## config.mk

```make
export PLATFORM = sky130hd
export DESIGN_NAME = position_frame_decoder_core
export DESIGN_NICKNAME = d
export VERILOG_FILES = /design/src/rtl/core/fpd_pkg.sv /design/src/rtl/core/fpd_front.sv /design/src/rtl/core/fpd_queue.sv /design/src/rtl/core/fpd_back.sv /design/src/rtl/core/position_frame_decoder_core.sv
export SDC_FILE = /design/constraint.sdc
export NUM_CORES = 1
export LEC_CHECK = 0
export BUFFER_PORTS_ARGS = -buffer_cell sky130_fd_sc_hd__clkbuf_2
export CORE_MARGIN = 3
export CORE_UTILIZATION = 60
export CTS_CLUSTER_SIZE = 25
export DETAILED_ROUTE_END_ITERATION = 12
export GPL_ROUTABILITY_DRIVEN = 0
export HOLD_SLACK_MARGIN = 0.1
export PLACE_DENSITY = 0.78
export SLEW_MARGIN = 25
export SYNTH_ARGS = -nofsm -noshare
export SYNTH_HDL_FRONTEND = slang
export SYNTH_HIERARCHICAL = 1
export SYNTH_SLANG_ARGS = --single-unit
```

## constraint.sdc

```tcl
create_clock -name i_clk -period 8.9 [get_ports i_clk]
set_input_delay 0.445 -clock i_clk [delete_from_list [all_inputs] [get_ports i_clk]]
set_output_delay 0.445 -clock i_clk [all_outputs]
set_load 0.05 [all_outputs]
```

## src/rtl/core/fpd_pkg.sv

```systemverilog
// ----------------------------------------------------------------------------
// fpd_pkg: shared types and constants of the position frame decoder
// frame record, decoded result, configuration set, status and register codes
// ----------------------------------------------------------------------------
package fpd_pkg;

    // frame geometry
    localparam int MAX_FRAME_BYTES = 32;
    localparam int IDX_W           = $clog2(MAX_FRAME_BYTES);
    localparam int CAPTURE_BYTES   = 8;

    // depth of the queue between front and back
    localparam int QUEUE_DEPTH = 2;

    // configuration port
    localparam int CFG_IDX_W  = 3;
    localparam int CFG_DATA_W = 26;

    typedef enum logic [CFG_IDX_W-1:0] {
        CFG_X_BIAS     = 3'd0,
        CFG_Y_BIAS     = 3'd1,
        CFG_AREA_MIN   = 3'd2,
        CFG_AREA_MAX   = 3'd3,
        CFG_ERR_LIMIT  = 3'd4
    } t_cfg_idx;

    // reported status codes
    typedef enum logic [3:0] {
        ST_GOOD      = 4'd0,
        ST_TILTED    = 4'd1,
        ST_CODE_COND = 4'd2,
        ST_NO_DIR    = 4'd3,
        ST_NO_COLOR  = 4'd4,
        ST_NO_POS    = 4'd5,
        ST_TIMEOUT   = 4'd6,
        ST_CHECKSUM  = 4'd7,
        ST_FATAL     = 4'd8
    } t_status;

    // sensor error codes (low 16 bits of the error field)
    localparam logic [15:0] CODE_TILTED    = 16'd1;
    localparam logic [15:0] CODE_COND      = 16'd2;
    localparam logic [15:0] CODE_NO_DIR    = 16'd5;
    localparam logic [15:0] CODE_NO_COLOR  = 16'd6;
    localparam logic [15:0] FATAL_CODE_MIN = 16'd1000;

    // position wrap constants
    localparam logic        [23:0] X_WRAP_THRESHOLD = 24'd100000;
    localparam logic signed [26:0] X_WRAP_SPAN      = 27'sd16777215;
    localparam logic        [14:0] Y_WRAP_THRESHOLD = 15'd1000;
    localparam logic signed [17:0] Y_WRAP_SPAN      = 18'sd16383;
    localparam logic signed [17:0] Y_SAT_MAX        = 18'sd32767;
    localparam logic signed [17:0] Y_SAT_MIN        = -18'sd32768;

    // header flag bits of byte 0
    localparam int FLAG_ERROR_BIT  = 0;
    localparam int FLAG_NO_POS_BIT = 1;

    // configuration reset values
    localparam logic signed [24:0] X_BIAS_RST    = 25'sd0;
    localparam logic signed [14:0] Y_BIAS_RST    = 15'sd0;
    localparam logic signed [25:0] AREA_MIN_RST  = -26'sd33554432;
    localparam logic signed [25:0] AREA_MAX_RST  = 26'sd33554431;
    localparam logic        [7:0]  ERR_LIMIT_RST = 8'd3;

    typedef struct packed {
        logic signed [24:0] x_bias;
        logic signed [14:0] y_bias;
        logic signed [25:0] area_min;
        logic signed [25:0] area_max;
        logic        [7:0]  err_limit;
    } t_cfg;

    // one finished frame as handed from front to back
    typedef struct packed {
        logic        failed;
        logic        sum_ok;
        logic [1:0]  flags;
        logic [23:0] raw_x;
        logic [14:0] raw_y;
    } t_frame_rec;

    // decoded frame ready for commit
    typedef struct packed {
        t_status            status;
        logic signed [25:0] x_val;
        logic signed [15:0] y_val;
    } t_dec;

endpackage

```

## src/rtl/core/fpd_front.sv

```systemverilog
// ----------------------------------------------------------------------------
// fpd_front: frame byte intake
// running checksum, header capture and frame record assembly at the last byte
// ----------------------------------------------------------------------------
module fpd_front (
    input  logic                 i_clk,
    input  logic                 i_rst_n,
    input  logic                 i_accept,
    input  logic [7:0]           i_rx_byte,
    input  logic                 i_last_byte,
    input  logic                 i_comm_failed,
    output logic                 o_push,
    output fpd_pkg::t_frame_rec  o_rec
);

    logic [fpd_pkg::IDX_W-1:0] r_idx;
    logic [fpd_pkg::IDX_W-1:0] n_idx;
    logic [7:0]                r_xor;
    logic [7:0]                n_xor;
    logic [7:0]                r_cap [fpd_pkg::CAPTURE_BYTES];
    logic [7:0]                cap_now [fpd_pkg::CAPTURE_BYTES];
    logic                      idx_in_cap;
    logic                      idx_room;

    assign idx_in_cap = r_idx < fpd_pkg::IDX_W'(fpd_pkg::CAPTURE_BYTES);
    assign idx_room   = r_idx < fpd_pkg::IDX_W'(fpd_pkg::MAX_FRAME_BYTES - 1);

    // header bytes as seen with the current byte placed at its slot
    always_comb begin
        for (int k = 0; k < fpd_pkg::CAPTURE_BYTES; k++) begin
            cap_now[k] = (idx_in_cap && r_idx[2:0] == 3'(k)) ? i_rx_byte : r_cap[k];
        end
    end

    always_comb begin
        n_idx = r_idx;
        n_xor = r_xor;
        if (i_accept) begin
            if (i_last_byte) begin
                n_idx = '0;
                n_xor = '0;
            end else if (idx_room) begin
                n_idx = r_idx + 1'b1;
                n_xor = r_xor ^ i_rx_byte;
            end
        end
    end

    always_ff @(posedge i_clk) begin
        if (!i_rst_n) begin
            r_idx <= '0;
            r_xor <= '0;
            for (int k = 0; k < fpd_pkg::CAPTURE_BYTES; k++) r_cap[k] <= '0;
        end else begin
            r_idx <= n_idx;
            r_xor <= n_xor;
            if (i_accept) begin
                if (i_last_byte) begin
                    for (int k = 0; k < fpd_pkg::CAPTURE_BYTES; k++) r_cap[k] <= '0;
                end else if (idx_room) begin
                    for (int k = 0; k < fpd_pkg::CAPTURE_BYTES; k++) r_cap[k] <= cap_now[k];
                end
            end
        end
    end

    assign o_push = i_accept && i_last_byte;

    always_comb begin
        o_rec.failed = i_comm_failed;
        o_rec.sum_ok = (i_rx_byte == r_xor);
        o_rec.flags  = cap_now[0][1:0];
        o_rec.raw_x  = 24'(cap_now[4]) | (24'(cap_now[3]) << 7) | (24'(cap_now[2]) << 14)
                     | (24'(cap_now[1][2:0]) << 21);
        o_rec.raw_y  = 15'(cap_now[7]) | (15'(cap_now[6]) << 7);
    end

endmodule

```

## src/rtl/core/fpd_queue.sv

```systemverilog
// ----------------------------------------------------------------------------
// fpd_queue: frame record queue
// short fifo that decouples byte intake from frame decoding
// ----------------------------------------------------------------------------
module fpd_queue (
    input  logic                 i_clk,
    input  logic                 i_rst_n,
    input  logic                 i_push,
    input  fpd_pkg::t_frame_rec  i_data,
    input  logic                 i_pop,
    output logic                 o_full,
    output logic                 o_valid,
    output fpd_pkg::t_frame_rec  o_data
);

    localparam int PTR_W = (fpd_pkg::QUEUE_DEPTH > 1) ? $clog2(fpd_pkg::QUEUE_DEPTH) : 1;
    localparam int CNT_W = $clog2(fpd_pkg::QUEUE_DEPTH + 1);

    fpd_pkg::t_frame_rec r_mem [fpd_pkg::QUEUE_DEPTH];
    logic [PTR_W-1:0]    r_wr_ptr;
    logic [PTR_W-1:0]    r_rd_ptr;
    logic [CNT_W-1:0]    r_count;

    function automatic logic [PTR_W-1:0] ptr_next(input logic [PTR_W-1:0] p);
        return (p == PTR_W'(fpd_pkg::QUEUE_DEPTH - 1)) ? '0 : p + 1'b1;
    endfunction

    assign o_full  = r_count == CNT_W'(fpd_pkg::QUEUE_DEPTH);
    assign o_valid = r_count != '0;
    assign o_data  = r_mem[r_rd_ptr];

    always_ff @(posedge i_clk) begin
        if (i_push) r_mem[r_wr_ptr] <= i_data;
    end

    always_ff @(posedge i_clk) begin
        if (!i_rst_n) begin
            r_wr_ptr <= '0;
            r_rd_ptr <= '0;
            r_count  <= '0;
        end else begin
            if (i_push) r_wr_ptr <= ptr_next(r_wr_ptr);
            if (i_pop)  r_rd_ptr <= ptr_next(r_rd_ptr);
            unique case ({i_push, i_pop})
                2'b10:   r_count <= r_count + 1'b1;
                2'b01:   r_count <= r_count - 1'b1;
                default: r_count <= r_count;
            endcase
        end
    end

    a_no_overflow: assert property (@(posedge i_clk) disable iff (!i_rst_n)
        i_push |-> !o_full) else $error("frame queue written while full");

    a_no_underflow: assert property (@(posedge i_clk) disable iff (!i_rst_n)
        i_pop |-> o_valid) else $error("frame queue read while empty");

endmodule

```

## src/rtl/core/fpd_back.sv

```systemverilog
// ----------------------------------------------------------------------------
// fpd_back: frame decode and commit
// classifies frames, decodes positions, runs the error filter, holds results
// ----------------------------------------------------------------------------
module fpd_back (
    input  logic                 i_clk,
    input  logic                 i_rst_n,
    input  fpd_pkg::t_cfg        i_cfg,
    input  logic                 i_rec_valid,
    input  fpd_pkg::t_frame_rec  i_rec,
    output logic                 o_pop,
    output logic                 o_valid,
    input  logic                 i_stall,
    output logic                 o_frame_bad,
    output logic [3:0]           o_latched_status,
    output logic signed [25:0]   o_x_position,
    output logic signed [15:0]   o_y_position,
    output logic                 o_x_held
);

    // decode stage
    logic               r_dec_valid;
    fpd_pkg::t_dec      r_dec;
    fpd_pkg::t_dec      dec;
    fpd_pkg::t_status   cls;
    logic [15:0]        code;
    logic signed [26:0] x_sum;
    logic signed [17:0] y_sum;
    logic               out_ready;
    logic               commit;
    logic               load_dec;

    // commit stage
    logic               r_out_valid;
    logic               r_frame_bad;
    logic               r_x_held;
    logic signed [25:0] r_stored_x;
    logic signed [15:0] r_stored_y;
    logic [7:0]         r_bad_cnt;
    fpd_pkg::t_status   r_status;
    logic [7:0]         bad_inc;
    logic               in_area;

    assign out_ready = !r_out_valid || !i_stall;
    assign commit    = r_dec_valid && out_ready;
    assign load_dec  = !r_dec_valid || commit;
    assign o_pop     = i_rec_valid && load_dec;

    assign code = i_rec.raw_x[15:0];

    always_comb begin
        priority if (i_rec.failed)                        cls = fpd_pkg::ST_TIMEOUT;
        else if (!i_rec.sum_ok)                           cls = fpd_pkg::ST_CHECKSUM;
        else if (i_rec.flags[fpd_pkg::FLAG_ERROR_BIT]) begin
            priority if (code >= fpd_pkg::FATAL_CODE_MIN) cls = fpd_pkg::ST_FATAL;
            else if (code == fpd_pkg::CODE_TILTED)        cls = fpd_pkg::ST_TILTED;
            else if (code == fpd_pkg::CODE_COND)          cls = fpd_pkg::ST_CODE_COND;
            else if (code == fpd_pkg::CODE_NO_DIR)        cls = fpd_pkg::ST_NO_DIR;
            else if (code == fpd_pkg::CODE_NO_COLOR)      cls = fpd_pkg::ST_NO_COLOR;
            else                                          cls = fpd_pkg::ST_GOOD;
        end
        else if (i_rec.flags[fpd_pkg::FLAG_NO_POS_BIT])   cls = fpd_pkg::ST_NO_POS;
        else                                              cls = fpd_pkg::ST_GOOD;
    end

    // sign wrap and offset
    always_comb begin
        x_sum = $signed({3'b000, i_rec.raw_x})
              - ((i_rec.raw_x >= fpd_pkg::X_WRAP_THRESHOLD) ? fpd_pkg::X_WRAP_SPAN : 27'sd0)
              - $signed({{2{i_cfg.x_bias[24]}}, i_cfg.x_bias});
        y_sum = $signed({3'b000, i_rec.raw_y})
              - ((i_rec.raw_y >= fpd_pkg::Y_WRAP_THRESHOLD) ? fpd_pkg::Y_WRAP_SPAN : 18'sd0)
              - $signed({{3{i_cfg.y_bias[14]}}, i_cfg.y_bias});
        dec.status = cls;
        dec.x_val  = x_sum[25:0];
        if (y_sum > fpd_pkg::Y_SAT_MAX)      dec.y_val = fpd_pkg::Y_SAT_MAX[15:0];
        else if (y_sum < fpd_pkg::Y_SAT_MIN) dec.y_val = fpd_pkg::Y_SAT_MIN[15:0];
        else                                 dec.y_val = y_sum[15:0];
    end

    always_ff @(posedge i_clk) begin
        if (!i_rst_n) begin
            r_dec_valid <= 1'b0;
        end else if (load_dec) begin
            r_dec_valid <= i_rec_valid;
        end
    end

    always_ff @(posedge i_clk) begin
        if (o_pop) r_dec <= dec;
    end

    assign bad_inc = r_bad_cnt + 1'b1;
    assign in_area = (r_dec.x_val >= i_cfg.area_min) && (r_dec.x_val <= i_cfg.area_max);

    always_ff @(posedge i_clk) begin
        if (!i_rst_n) begin
            r_out_valid <= 1'b0;
            r_frame_bad <= 1'b0;
            r_x_held    <= 1'b0;
            r_stored_x  <= '0;
            r_stored_y  <= '0;
            r_bad_cnt   <= '0;
            r_status    <= fpd_pkg::ST_GOOD;
        end else if (commit) begin
            r_out_valid <= 1'b1;
            if (r_dec.status != fpd_pkg::ST_GOOD) begin
                r_frame_bad <= 1'b1;
                r_x_held    <= 1'b0;
                if (bad_inc >= i_cfg.err_limit) begin
                    r_stored_x <= '0;
                    r_stored_y <= '0;
                    r_bad_cnt  <= '0;
                    r_status   <= r_dec.status;
                end else begin
                    r_bad_cnt  <= bad_inc;
                end
            end else begin
                r_frame_bad <= 1'b0;
                r_x_held    <= !in_area;
                if (in_area) r_stored_x <= r_dec.x_val;
                r_stored_y  <= r_dec.y_val;
                r_bad_cnt   <= '0;
                r_status    <= fpd_pkg::ST_GOOD;
            end
        end else if (!i_stall) begin
            r_out_valid <= 1'b0;
        end
    end

    assign o_valid          = r_out_valid;
    assign o_frame_bad      = r_frame_bad;
    assign o_latched_status = r_status;
    assign o_x_position     = r_stored_x;
    assign o_y_position     = r_stored_y;
    assign o_x_held         = r_x_held;

    a_held_only_good: assert property (@(posedge i_clk) disable iff (!i_rst_n)
        (r_out_valid && r_frame_bad) |-> !r_x_held) else $error("x held on a bad frame");

    a_good_clears_status: assert property (@(posedge i_clk) disable iff (!i_rst_n)
        (r_out_valid && !r_frame_bad) |-> (r_status == fpd_pkg::ST_GOOD))
        else $error("good frame left a latched status");

    a_latch_clears_pos: assert property (@(posedge i_clk) disable iff (!i_rst_n)
        (r_status != fpd_pkg::ST_GOOD) |-> (r_stored_x == '0 && r_stored_y == '0))
        else $error("positions not cleared while status latched");

endmodule

```

## src/rtl/core/position_frame_decoder_core.sv

```systemverilog
// ----------------------------------------------------------------------------
// position_frame_decoder_core: optical position sensor frame decoder
// checks, classifies and decodes sensor response frames into positions
// ----------------------------------------------------------------------------
// usage
//  - input channel (i_valid / o_stall): one frame byte per request; i_last_byte
//    marks the checksum byte, i_comm_failed is sampled with it
//  - output channel (o_valid / i_stall): one result request per frame, none for
//    other bytes; positions and status are the stored values after the frame
//  - config port: i_cfg_we writes i_cfg_data into register i_cfg_index
//    (0 x offset, 1 y offset, 2 area min, 3 area max, 4 error limit); other
//    indexes are ignored; user must write only while no frame is in flight
//  - throughput: one byte per cycle while o_stall is low
//  - the edge that takes the checksum byte writes the frame record into the
//    queue; it then passes the decode stage and the commit register to o_valid
//  - a two-entry frame queue sits between byte intake and decode; o_stall
//    rises only while it is full, i.e. when the receiver stalls long enough
//    for three more finished frames to pile up behind the held result
//    (one in the decode stage, two in the queue)
//  - a stalled result holds its value; reset clears the byte counter,
//    checksum, header capture, stored positions and error filter, and puts
//    the config registers back to their reset values
// ----------------------------------------------------------------------------
module position_frame_decoder_core (
    input  logic                 i_clk,
    input  logic                 i_rst_n,
    // byte input
    input  logic                 i_valid,
    output logic                 o_stall,
    input  logic [7:0]           i_rx_byte,
    input  logic                 i_last_byte,
    input  logic                 i_comm_failed,
    // result output
    output logic                 o_valid,
    input  logic                 i_stall,
    output logic                 o_frame_bad,
    output logic [3:0]           o_latched_status,
    output logic signed [25:0]   o_x_position,
    output logic signed [15:0]   o_y_position,
    output logic                 o_x_held,
    // configuration writes
    input  logic                               i_cfg_we,
    input  logic [fpd_pkg::CFG_IDX_W-1:0]      i_cfg_index,
    input  logic [fpd_pkg::CFG_DATA_W-1:0]     i_cfg_data
);

    fpd_pkg::t_cfg        r_cfg;
    fpd_pkg::t_frame_rec  front_rec;
    fpd_pkg::t_frame_rec  queue_rec;
    logic                 in_accept;
    logic                 push;
    logic                 pop;
    logic                 queue_full;
    logic                 queue_valid;

    // configuration registers, each truncated to its own width
    always_ff @(posedge i_clk) begin
        if (!i_rst_n) begin
            r_cfg.x_bias    <= fpd_pkg::X_BIAS_RST;
            r_cfg.y_bias    <= fpd_pkg::Y_BIAS_RST;
            r_cfg.area_min  <= fpd_pkg::AREA_MIN_RST;
            r_cfg.area_max  <= fpd_pkg::AREA_MAX_RST;
            r_cfg.err_limit <= fpd_pkg::ERR_LIMIT_RST;
        end else if (i_cfg_we) begin
            unique case (fpd_pkg::t_cfg_idx'(i_cfg_index))
                fpd_pkg::CFG_X_BIAS:    r_cfg.x_bias    <= i_cfg_data[24:0];
                fpd_pkg::CFG_Y_BIAS:    r_cfg.y_bias    <= i_cfg_data[14:0];
                fpd_pkg::CFG_AREA_MIN:  r_cfg.area_min  <= i_cfg_data[25:0];
                fpd_pkg::CFG_AREA_MAX:  r_cfg.area_max  <= i_cfg_data[25:0];
                fpd_pkg::CFG_ERR_LIMIT: r_cfg.err_limit <= i_cfg_data[7:0];
                default:                r_cfg           <= r_cfg;
            endcase
        end
    end

    // byte request taken whenever the frame queue has room
    assign o_stall   = queue_full;
    assign in_accept = i_valid && !queue_full;

    fpd_front u_front (
        .i_clk         (i_clk),
        .i_rst_n       (i_rst_n),
        .i_accept      (in_accept),
        .i_rx_byte     (i_rx_byte),
        .i_last_byte   (i_last_byte),
        .i_comm_failed (i_comm_failed),
        .o_push        (push),
        .o_rec         (front_rec)
    );

    fpd_queue u_queue (
        .i_clk   (i_clk),
        .i_rst_n (i_rst_n),
        .i_push  (push),
        .i_data  (front_rec),
        .i_pop   (pop),
        .o_full  (queue_full),
        .o_valid (queue_valid),
        .o_data  (queue_rec)
    );

    fpd_back u_back (
        .i_clk            (i_clk),
        .i_rst_n          (i_rst_n),
        .i_cfg            (r_cfg),
        .i_rec_valid      (queue_valid),
        .i_rec            (queue_rec),
        .o_pop            (pop),
        .o_valid          (o_valid),
        .i_stall          (i_stall),
        .o_frame_bad      (o_frame_bad),
        .o_latched_status (o_latched_status),
        .o_x_position     (o_x_position),
        .o_y_position     (o_y_position),
        .o_x_held         (o_x_held)
    );

endmodule

```

Yosys cells after proc, flatten, opt, wreduce, memory -nomap -nowiden
Memories as Yosys holds them, arrays and structs flattened. A register that Yosys moved wholly into a read port is not among the register bits.
Index checks and enable logic that the tools add are counted.
{"block": "word_totals", "ff_bits": 221, "output_inout_bits": 50, "memories": 2, "input_bits": 44, "word_cells": 194, "mem_bits_rw": 150}
{"block": "classes", "add_sub_neg": 10, "bitwise_logic": 22, "n_lt_le_gt_ge": 10, "n_reduce_logical": 37, "n_eq_ne": 22, "mux": 69}
{"name": "u_queue.r_mem", "words": 2, "width": 43, "rd": 1, "rd_clocked_by_memory_dff": 1, "wr": 1, "line_no": "fpd_queue.sv:19", "rtl": "fpd_pkg::t_frame_rec r_mem [fpd_pkg::QUEUE_DEPTH];"}
{"name": "u_front.r_cap", "words": 8, "width": 8, "rd": 7, "rd_clocked_by_memory_dff": 0, "wr": 8, "line_no": "fpd_front.sv:20", "rtl": "logic [7:0] r_cap [fpd_pkg::CAPTURE_BYTES];"}
{"cell": "$mux 8", "count": 28}
{"cell": "$mux 26", "count": 3}
{"cell": "$mux 16", "count": 3}
{"cell": "$eq 16x3->1 const B", "count": 2}
{"cell": "$or 8x15->15", "count": 2}
{"cell": "$mux 4", "count": 7}
{"cell": "$ge 26x26->1", "count": 1}
{"cell": "$le 26x26->1", "count": 1}
{"cell": "$sub 25x26->26", "count": 1}
{"cell": "$sub 26x25->26", "count": 1}
{"cell": "$ge 24x17->1 const B", "count": 1}
{"cell": "$mux 24", "count": 1}
{"cell": "$or 24x22->24", "count": 1}
{"cell": "$or 24x24->24", "count": 1}
{"cell": "$mux 1", "count": 21}
{"cell": "$gt 18x16->1 const B", "count": 1}
{"cell": "$lt 18x16->1 const B", "count": 1}
{"cell": "$sub 16x18->18", "count": 1}
{"cell": "$sub 18x15->18", "count": 1}
{"cell": "$eq 16x1->1 const B", "count": 1}
{"cell": "$eq 16x2->1 const B", "count": 1}
{"cell": "$ge 16x10->1 const B", "count": 1}
{"cell": "$or 1x1->1", "count": 16}
{"cell": "$reduce_and 2->1", "count": 8}
{"cell": "other kinds (32)", "count": 65}

Depth between registers and ports, before layout
{"block": "logic_depth", "ltp_word": 8, "ltp_mapped": 27, "mapped_depth_nobuf": 25}

Modules after synthesis
Netlist, hierarchy kept.
{"module": "fpd_back", "seq_area_each_um2": 2542.4, "area_each_um2": 8814.7, "n_inst": 1, "cells_per_inst": 1019}
{"module": "position_frame_decoder_core", "seq_area_each_um2": 2001.9, "area_each_um2": 4005.1, "n_inst": 1, "cells_per_inst": 387}
{"module": "fpd_front", "seq_area_each_um2": 1591.5, "area_each_um2": 3512.1, "n_inst": 1, "cells_per_inst": 325}
{"module": "fpd_queue", "seq_area_each_um2": 2682.6, "area_each_um2": 3310.7, "n_inst": 1, "cells_per_inst": 156}

Worst setup path before layout
No wires, ideal clock.
{"block": "synth_timing", "path_kind": "reg2reg", "startpoint": "reg (tool-made name)", "endpoint": "reg u_back/r_dec[41] (netlist bit), data pin", "setup_time_ps": 261, "path_buffers": 2, "synth_period_minus_slack_ps": 5924, "required_time_ps": 8639, "t_arrival_ps": 5664, "path_slack_ps": 2976, "path_stages_with_launch": 24, "cell_sequence": "dfxtp_1 buf_2 buf_2 mux2_2 or4_1 a31oi_1 o311ai_0 inv_1 ha_1 a21o_1 a221oi_1 nand3_1 a21oi_1 o21ai_0 xor2_1 ha_1 inv_1 nor3_1 nand2_1 o31ai_1 a21oi_1 nor2b_1 o21ai_0 a221o_1"}
{"element": "end signal, assigned", "line_no": "fpd_back.sv:90", "rtl": "if (o_pop) r_dec <= dec;"}
{"element": "end, declared", "line_no": "fpd_back.sv:23", "rtl": "fpd_pkg::t_dec r_dec;"}

==> impl_metrics.py <==
metrics = {
    "setup_path": {
        "crit_slowest_cell": "dfxtp_1",
        "end_kind": "flop",
        "criticalPathCategory": "flop to flop",
        "ff2ff_path_depth": 23,
        "cpPeakStageDelay_ns": 0.75,
        "critPathLaunchType": "flop",
        "crit_fanout": 15,
        "endpoint": "u_back/r_dec[2]",
        "required_ns": 9.15,
        "cp.arrival_ns": 7.52,
        "reg2reg_to": "u_back/r_dec[2]",
        "crit_top_cell": "o21ai_0",
        "r2r_slack_ns": 1.62,
        "path_cells": "buf_4 > mux2_2 > or4_1 > nor2_1 > o21ai_0 > inv_1 > ha_1 > nor2b_1 > o21ai_0 > a21boi_0 > o21ai_0 > a21oi_1 > a2111oi_0 > nor2_1 > xnor2_1 > ha_1 > or3_1 > o221a_2 > a221o_1 > nand2_1 > a31oi_1 > nor2_1 > o21ai_0",
    },
    "logic_synthesis": {
        "netlist_area_mm2": 0.0196,
        "synth_edf_count": 175,
        "postSynthNetCount": 2082,
        "async_flop_share_pct": 0,
        "synthesis.instances": 1887,
        "ys_dominant_reg_cell": "dfxtp_1",
        "syn_avg_cell_area_um2": 10.4,
        "yosys_warnings": 6,
        "ys_types": 82,
        "synth-seq-cells": 353,
        "synth.yosys.seq_area_share_pct": 44.9,
    },
    "clock_network": {
        "cts_buffers": 37,
        "cts-root-buf": "clkbuf_16",
        "insertion_delay_ns": 0.53,
        "cts.sinks": 353,
        "path_clk_slew_ns": 0.06,
        "cts_setup_buffers": 0,
        "holdBufCountCts": 0,
        "cts.path.max_buffers": 3,
        "cts_tree": "yes",
        "post_cts_resized": 0,
        "htreeDepth": 2,
    },
    "route": {
        "routed-wl-met2_mm": 18.6,
        "drt-initial-drc-count": 947,
        "routedWlPerCell_um": 17.1,
        "drt-met1-wl_mm": 19.4,
        "top_layer_used": "met4",
        "num_vias": 13500,
        "drt-total-wl_mm": 40.7,
        "route.detailed.drc": 0,
        "ant_nets": 0,
        "met3_length_mm": 1.58,
        "first_pass_iters": 6,
        "via_per_inst": 5.67,
    },
    "placed_design": {
        "dp_cells": 2310,
        "dp_slack_ns": 1.61,
        "port_buffers": 93,
        "hpwl_mm": 29.4,
        "dpl_cell_area_mm2": 0.0200,
    },
    "timing": {
        "fin_ws_ns": 1.62,
        "timing.hold.ws_ns": 0.173,
        "fmax_mhz": 137,
        "finalHoldViolCount": 0,
        "finalSetupViolations": 0,
        "worstMarginPinSlew_ns": 0.980,
        "clock_skew_ns": 0.0240,
        "slew_headroom_pct": 34.5,
        "slew_viol_final": 0,
        "post-route-min-period_ns": 7.28,
        "rsz0062_at_grt": "no",
        "tns_ns": 0,
        "finalCritPeriodShare_pct": 81.8,
    },
    "final_layout": {
        "stdcell_area_mm2": 0.0213,
        "area_growth_pct": 8.20,
        "antennaDiodeCount": 0,
        "final_nets": 2109,
        "fin_cells": 2378,
        "drive_gt1_share_pct": 14.9,
        "finish.utilization_pct": 66.7,
    },
    "floorplanning": {
        "io_pins": 94,
        "die_w_um": 187,
        "dieHeight_um": 187,
        "core_area_mm2": 0.0319,
        "fp-row-count": 65,
        "die-area_mm2": 0.0349,
        "start_util_pct": 61.6,
    },
    "global_route": {
        "grt_max_degree": 89,
        "grt_overflow": 0,
        "antenna_found_initial": 0,
        "grt_first_pass_wirelength_mm": 66.7,
        "grt_usage_pct": 22.9,
        "grt_pass1_vias": 13300,
    },
    "min_path": {
        "hold_depth": 1,
        "hold_path_class": "input port to flop",
    },
    "pwr": {
        "leakage_nw": 8.66,
        "vdd_ir_drop_max_mv": 0.187,
        "power_mw": 5.55,
        "pwr_density_cell_mw_per_mm2": 261,
    },
    "run_status": {
        "status": "completed",
    },
    "run": {
        "cap_violations": 0,
    },
}
flip-flops by register name, indices dropped and copies added (netlist names), 2 cells and up, named ones only:
name / count
u_front/r_xor: 8
u_back/o_y_position: 16
u_front/r_cap: 45
r_cfg: 100
u_back/o_x_position: 26
u_back/r_dec: 46
u_back/r_bad_cnt: 8
u_queue/r_count: 2
u_queue/r_mem: 86
u_front/r_idx: 5
u_back/o_latched_status: 4
worst min path at each step:
stage	startpoint	endpoint	slack (ns)
2_1_floorplan	r_cfg[33]	r_cfg[33]	0.43
3_3_place_gp	r_cfg[39]	r_cfg[39]	0.44
3_5_place_dp	r_cfg[82]	r_cfg[82]	0.45
4_1_cts	i_comm_failed	u_queue/r_mem[1][42]	0.14
5_1_grt	i_comm_failed	u_queue/r_mem[1][42]	0.15
6_report	i_comm_failed	u_queue/r_mem[1][42]	0.17
area by class of cell:
class / count / area, um2
tap: 435 / 544
multi-input combinational: 1276 / 9560
clock buffer: 57 / 1110
timing repair buffer: 104 / 551
clock inverter: 11 / 136
inverter: 142 / 533
fill: 2412 / 10600
sequential: 353 / 8820
power by group:
group,switching (mW),internal (mW),total [mW]
clock,0.613,0.953,1.57
combinational,1.06,0.766,1.83
sequential,0.143,2.01,2.15
total,1.82,3.73,5.55
synth_stat cells (all sizes together), types with 6 or more instances:
library cell    n  area, um2
nand3          22        110
inv           142        533
ha            147       1840
buf            79        619
a22oi          18        135
edfxtp        175       5260
mux2i         109       1090
a22o           27        269
nand2         164        616
a31oi          18        119
and3           17        108
xor2           22        193
a21boi          6       45.1
and2           45        282
nor2b          75        469
o21ai          69        345
nand2b         10       62.6
o2111ai        10       87.6
nand4          26        163
xnor2          62        543
nor3           16       91.3
a21o           39        293
mux2           80        901
dfxtp         178       3560
nor2          102        383
a21oi          89        449
a211oi         11       82.6
o21a           10       75.1
clkbuf         37        149
worst max-delay path: cells and delay by family, from the launching register on:
| family | cells | cell delay (ns) |
|---|---|---|
| buf+inv | 2 | 0.71 |
| simple gates | 7 | 1.94 |
| fa+ha+maj | 2 | 0.64 |
| mux | 1 | 0.40 |
| flops | 1 | 0.75 |
| compound gates | 10 | 2.41 |
| xor+xnor | 1 | 0.17 |
cell usage in the layout, fill, tap and decap left out, types with 5 or more instances in the layout:
cell | Yosys | layout
dfxtp_1 | 178 | 178
edfxtp_1 | 175 | 175
nand2_1 | 164 | 164
ha_1 | 147 | 147
inv_1 | 142 | 141
mux2i_1 | 109 | 109
nor2_1 | 102 | 101
clkbuf_2 | 0 | 92
a21oi_1 | 88 | 88
mux2_2 | 80 | 80
nor2b_1 | 75 | 75
o21ai_0 | 66 | 66
xnor2_1 | 62 | 62
and2_1 | 43 | 41
clkbuf_16 | 0 | 40
a21o_1 | 39 | 39
nand4_1 | 26 | 26
a22o_2 | 26 | 26
xor2_1 | 22 | 22
nand3_1 | 22 | 22
a22oi_1 | 18 | 18
a31oi_1 | 17 | 17
and3_1 | 16 | 16
nor3_1 | 15 | 15
clkbuf_1 | 36 | 12
buf_4 | 39 | 12
a211oi_1 | 11 | 11
nand2b_1 | 10 | 10
o21a_1 | 10 | 10
o2111ai_1 | 10 | 10
clkbuf_8 | 1 | 5
clkinv_2 | 0 | 5
nor4_1 | 5 | 5
a21boi_0 | 5 | 5
o31ai_1 | 5 | 5
or3_1 | 5 | 5
nand3b_1 | 5 | 5
metal layers:
metal  track usage (%)  up-vias
li1                  -     6706
met1              31.7     6379
met2              37.8      321
met3              3.05       85
met4              7.27        0
met5                 0        -
cells by family (layout without fill, tap and decap cells):
logic type               after synthesis  count (layout)  synth area share [%]
buffers and inverters                258             314                  6.62
adder cells (fa/ha/maj)              153             153                  9.87
flip-flops                           353             353                  44.9
AO/OA/AOI/OAI                        335             335                  11.4
multiplexers                         189             189                  10.1
XOR/XNOR                              84              84                  3.75
AND/OR/NAND/NOR                      515             515                  13.4
Power figures use the tool's default switching activity.
